File: src/rtl/msrng_pkg.sv
package msrng_pkg;
    localparam int STREAMS = 12;
    localparam int SIDX_W = $clog2(STREAMS);
    localparam int UNIT_SCALE = 1000;
    localparam logic [63:0] GOLDEN = 64'h9E3779B97F4A7C15;
    localparam logic [63:0] STREAM_SALT = 64'hA5A5A5A5A5A5A5A5;
    localparam logic [63:0] MIX_M1 = 64'hBF58476D1CE4E5B9;
    localparam logic [63:0] MIX_M2 = 64'h94D049BB133111EB;
    localparam logic [63:0] NORM_MOD = 64'd1001;
    localparam logic [63:0] NORM_OFS = 64'd6000;
    localparam int NORM_DRAWS = 12;

    // constant moduli: 2^32 mod m for folding, floor(2^40 / m) for the quotient estimate
    localparam logic [63:0] UNIT_MOD = 64'(UNIT_SCALE);
    localparam logic [63:0] NORM_FOLD = (64'd1 << 32) % NORM_MOD;
    localparam logic [63:0] UNIT_FOLD = (64'd1 << 32) % UNIT_MOD;
    localparam logic [63:0] NORM_RECIP = (64'd1 << 40) / NORM_MOD;
    localparam logic [63:0] UNIT_RECIP = (64'd1 << 40) / UNIT_MOD;

    localparam logic [2:0] KIND_RAW = 3'd0;
    localparam logic [2:0] KIND_RANGE = 3'd1;
    localparam logic [2:0] KIND_UNIT = 3'd2;
    localparam logic [2:0] KIND_NORMAL = 3'd3;
    localparam logic [2:0] KIND_CHANCE = 3'd4;
    localparam logic [2:0] KIND_PICK = 3'd5;
    localparam logic [2:0] KIND_RESEED = 3'd6;

    localparam logic [0:0] CFG_ROOT_SEED = 1'd0;
    localparam logic [0:0] CFG_SEED_TICK = 1'd1;
endpackage

File: src/rtl/msrng_mul.sv
// 64x64 low-half multiplier: three 32x32 partial products, one a cycle.
module msrng_mul import msrng_pkg::*; (
    input  logic        aclk,
    input  logic        aresetn,
    input  logic        start,
    input  logic [63:0] op_a,
    input  logic [63:0] op_b,
    output logic        done,
    output logic [63:0] prod
);
    logic [63:0] a_reg, b_reg, acc_reg, acc_next;
    logic [2:0]  step_reg;
    logic        busy_reg;
    logic [31:0] pa, pb;
    logic [63:0] pp;

    always_comb begin
        pa = a_reg[31:0];
        pb = b_reg[31:0];
        unique case (step_reg[1:0])
            2'd0: begin pa = a_reg[31:0];  pb = b_reg[31:0];  end
            2'd1: begin pa = a_reg[63:32]; pb = b_reg[31:0];  end
            2'd2: begin pa = a_reg[31:0];  pb = b_reg[63:32]; end
            default: begin pa = a_reg[31:0]; pb = b_reg[31:0]; end
        endcase
        pp = {32'd0, pa} * {32'd0, pb};
        acc_next = acc_reg;
        unique case (step_reg[1:0])
            2'd0: acc_next = pp;
            2'd1, 2'd2: acc_next = acc_reg + {pp[31:0], 32'd0};
            default: acc_next = acc_reg;
        endcase
    end

    always_ff @(posedge aclk) begin
        if (!aresetn) begin
            busy_reg <= 1'b0;
            step_reg <= '0;
            done <= 1'b0;
        end else begin
            done <= 1'b0;
            if (start) begin
                busy_reg <= 1'b1;
                step_reg <= '0;
                a_reg <= op_a;
                b_reg <= op_b;
            end else if (busy_reg) begin
                acc_reg <= acc_next;
                step_reg <= step_reg + 3'd1;
                if (step_reg == 3'd2) begin
                    busy_reg <= 1'b0;
                    done <= 1'b1;
                end
            end
        end
    end

    assign prod = acc_reg;
endmodule

File: config.mk
export PLATFORM = sky130hd
export DESIGN_NAME = msrng_mul
export DESIGN_NICKNAME = d
export VERILOG_FILES = /design/src/rtl/msrng_pkg.sv /design/src/rtl/msrng_mul.sv
export SDC_FILE = /design/constraint.sdc
export NUM_CORES = 2
export LEC_CHECK = 0
export BUFFER_PORTS_ARGS = -buffer_cell sky130_fd_sc_hd__buf_2
export CAP_MARGIN = 20
export CORE_MARGIN = 8
export CORE_UTILIZATION = 30
export DETAILED_ROUTE_END_ITERATION = 10
export PLACE_DENSITY = 0.56
export SYNTH_ARGS = -nofsm -noshare
export SYNTH_HDL_FRONTEND = slang
export SYNTH_SLANG_ARGS = --single-unit
File: constraint.sdc
create_clock -name aclk -period 13.1 [get_ports aclk]
set_input_delay 2.62 -clock aclk [delete_from_list [all_inputs] [get_ports aclk]]
set_output_delay 2.62 -clock aclk [all_outputs]
set_load 0.005 [all_outputs]
==> impl_metrics.ini <==
[timing]
tns_ns = 0
setup_viol = 0
rsz0062_at_grt = no
min_period_over_period = 0.820
finalCriticalPeriod_ns = 10.74
drv_slew = 0
skew_ns = 0.0334
worst_pin_slew_ns = 1.10
slew_headroom = 0.247
fmax_mhz = 93.1
finalHoldViolCount = 0

[cts]
numCtsBuffers = 17
post_cts_resized = 0
clkSinkCount = 197
cts_buffer_depth = 2
cts_hold_buffers = 0
clk_pin_slew_ns = 0.10
root_buffer = clkbuf_16
cts_tree = done
clk_latency_ns = 0.55
htree_levels = 4
postCtsSetupRepairBufs = 0

[drt]
vias_per_cell = 5.04
drt-total-wl_microns = 139000
wl_per_cell_microns = 22.2
drtIter0Drc = 2815
antenna_left = 0
detail_route.first_pass.iterations = 5
drc = 0
vias = 31538

[synth]
synthesis.nets = 5691
yosysWarnings = 0
syn_area_sq_um = 41400
ys_ff_latch = 197
async_flop_share = 0
ys_seq_area_frac = 0.142
synth-edff-count = 192
synth.distinct_cells = 70
syn_inst = 4364
avgSynthCellArea_sq_um = 9.48
synth_flop_cell = edfxtp_1

[worst_setup_path]
cp.required_ns = 13.37
reg2reg_to = prod[61]
arrival_ns = 11.01
worst-path-stages = 31
r2r_start = step_reg[0]
critPathCaptureType = register
critPathMaxStageDelay_ns = 0.65
slowest_stage = ha_4
crit_buf_inv = 5
reg2reg_depth = 31
crit_top_cell = fa_1
regToRegSetupSlack_ns = 2.36
crit_start = step_reg[0]
cpLargestDelayFamily = adder cells
crit_type = register to register
worst-path-max-fanout = 34
start_kind = register

[place]
portBuffers = 195
place_hpwl_microns = 113000
gp_congestion = 0.939

[min_path]
hold_end = step_reg[2]
min_delay_path_depth = 2
hp-start = step_reg[2]
min_path_type = register to register

[die]
start_util = 0.302
rows = 136
die_y_microns = 387
core_area_sq_um = 137000
die_area_sq_um = 150000
die_w_microns = 387
io_pins = 196

[grt]
grt_pass1_wl_microns = 211000
grt_pass1_vias = 33386
track_usage = 0.184
antenna_found_initial = 10
globalRouteOverflowTotal = 0
grt_max_degree = 67

[cells_and_area]
area_delta_synth_final_pct = 9.10
drive_gt1_frac = 0.0897
fill_cells = 14276
final_nets = 5775

[status]
status = complete, no violations

[job]
max_cap_viol_count = 0
[metal layers]
metal  part of all wire  global-route usage  vias to the layer above
met1               0.43               0.255                    16403
met2               0.45               0.292                     1459
met5           0.000094                   0                        -
met4              0.033              0.0558                        2
li1                   -                   -                    13455
met3              0.087              0.0365                      219
[worst min-delay path, stage by stage (launching register included)]
cell and delay (ns):
dfxtp_1 0.34, xor2_1 0.06, nor2_1 0.08
[metrics by stage]
stage / setup slack, ns / instance area (sq um) / std cells / hold slack, ns / utilization
after floorplan: 3.42 / 41400 / 4364 / 0.471 / -
after global placement: 2.10 / 44500 / 6222 / 0.491 / 0.324
after detailed placement: 2.41 / 44500 / 6223 / 0.504 / 0.324
after CTS: 2.39 / 45100 / 6255 / 0.526 / 0.329
after global routing: 1.94 / 45100 / 6255 / 0.547 / 0.329
final: 2.36 / 45100 / 6257 / 0.519 / 0.329
[cells in the mapped netlist, types with 19 or more instances]
| cell | number | area share |
|---|---|---|
| o21bai_1 | 19 | 0.0034 |
| xnor2_1 | 45 | 0.0095 |
| and2_1 | 54 | 0.0082 |
| mux2_2 | 69 | 0.019 |
| nand3_1 | 22 | 0.0027 |
| ha_1 | 299 | 0.090 |
| o21ai_0 | 57 | 0.0069 |
| edfxtp_1 | 192 | 0.14 |
| inv_1 | 890 | 0.081 |
| clkbuf_1 | 184 | 0.017 |
| mux2i_1 | 59 | 0.014 |
| fa_1 | 897 | 0.43 |
| a21o_1 | 41 | 0.0074 |
| a21oi_1 | 111 | 0.013 |
| nor2_1 | 420 | 0.038 |
| nand2_1 | 736 | 0.067 |
| xor2_1 | 31 | 0.0066 |
| nand4_1 | 21 | 0.0032 |
[logic make-up (layout without fill, tap and decap cells)]
| logic type | Yosys count | after routing | share of synthesized area |
|---|---|---|---|
| and+or+nand+nor | 1329 | 1329 | 0.131 |
| adders and majority gates | 1196 | 1196 | 0.524 |
| xor gates and xnor gates | 77 | 77 | 0.0166 |
| DFF | 197 | 197 | 0.142 |
| muxes | 128 | 128 | 0.0331 |
| buffers and inverters | 1088 | 1185 | 0.0992 |
| other | 0 | 2 | 0 |
| AOI/OAI and AO/OA | 349 | 349 | 0.0542 |
[placed cells by master (no fill, tap or decap), types with 41 or more instances in the layout]
master / instances
fa_1: 897
ha_1: 297
nor2_1: 419
buf_4: 66
nand2_1: 736
a21o_1: 41
edfxtp_1: 192
buf_2: 195
a21oi_1: 111
xnor2_1: 45
mux2_2: 69
and2_1: 53
inv_1: 890
o21ai_0: 57
[layout make-up]
| cell class | instances | area [sq um] | share of cell area |
|---|---|---|---|
| clock inverters | 15 | 220 | 0.00488 |
| repair buffers | 263 | 1510 | 0.0334 |
| well taps | 1794 | 2240 | 0.0497 |
| diodes | 2 | 5.00 | 0.000111 |
| clock buffers | 17 | 425 | 0.00943 |
| inverters | 890 | 3340 | 0.0740 |
| multi-input cells | 3079 | 31500 | 0.698 |
| flip-flops and latches | 197 | 5870 | 0.130 |
[worst max path at each step]
stage,end
2_1_floorplan,prod[60]
3_3_place_gp,prod[61]
3_5_place_dp,prod[61]
4_1_cts,prod[61]
5_1_grt,prod[62]
6_report,prod[61]
Power is not shown: default switching activity piles up to over one toggle a cycle in this logic, so the estimate is an artifact.
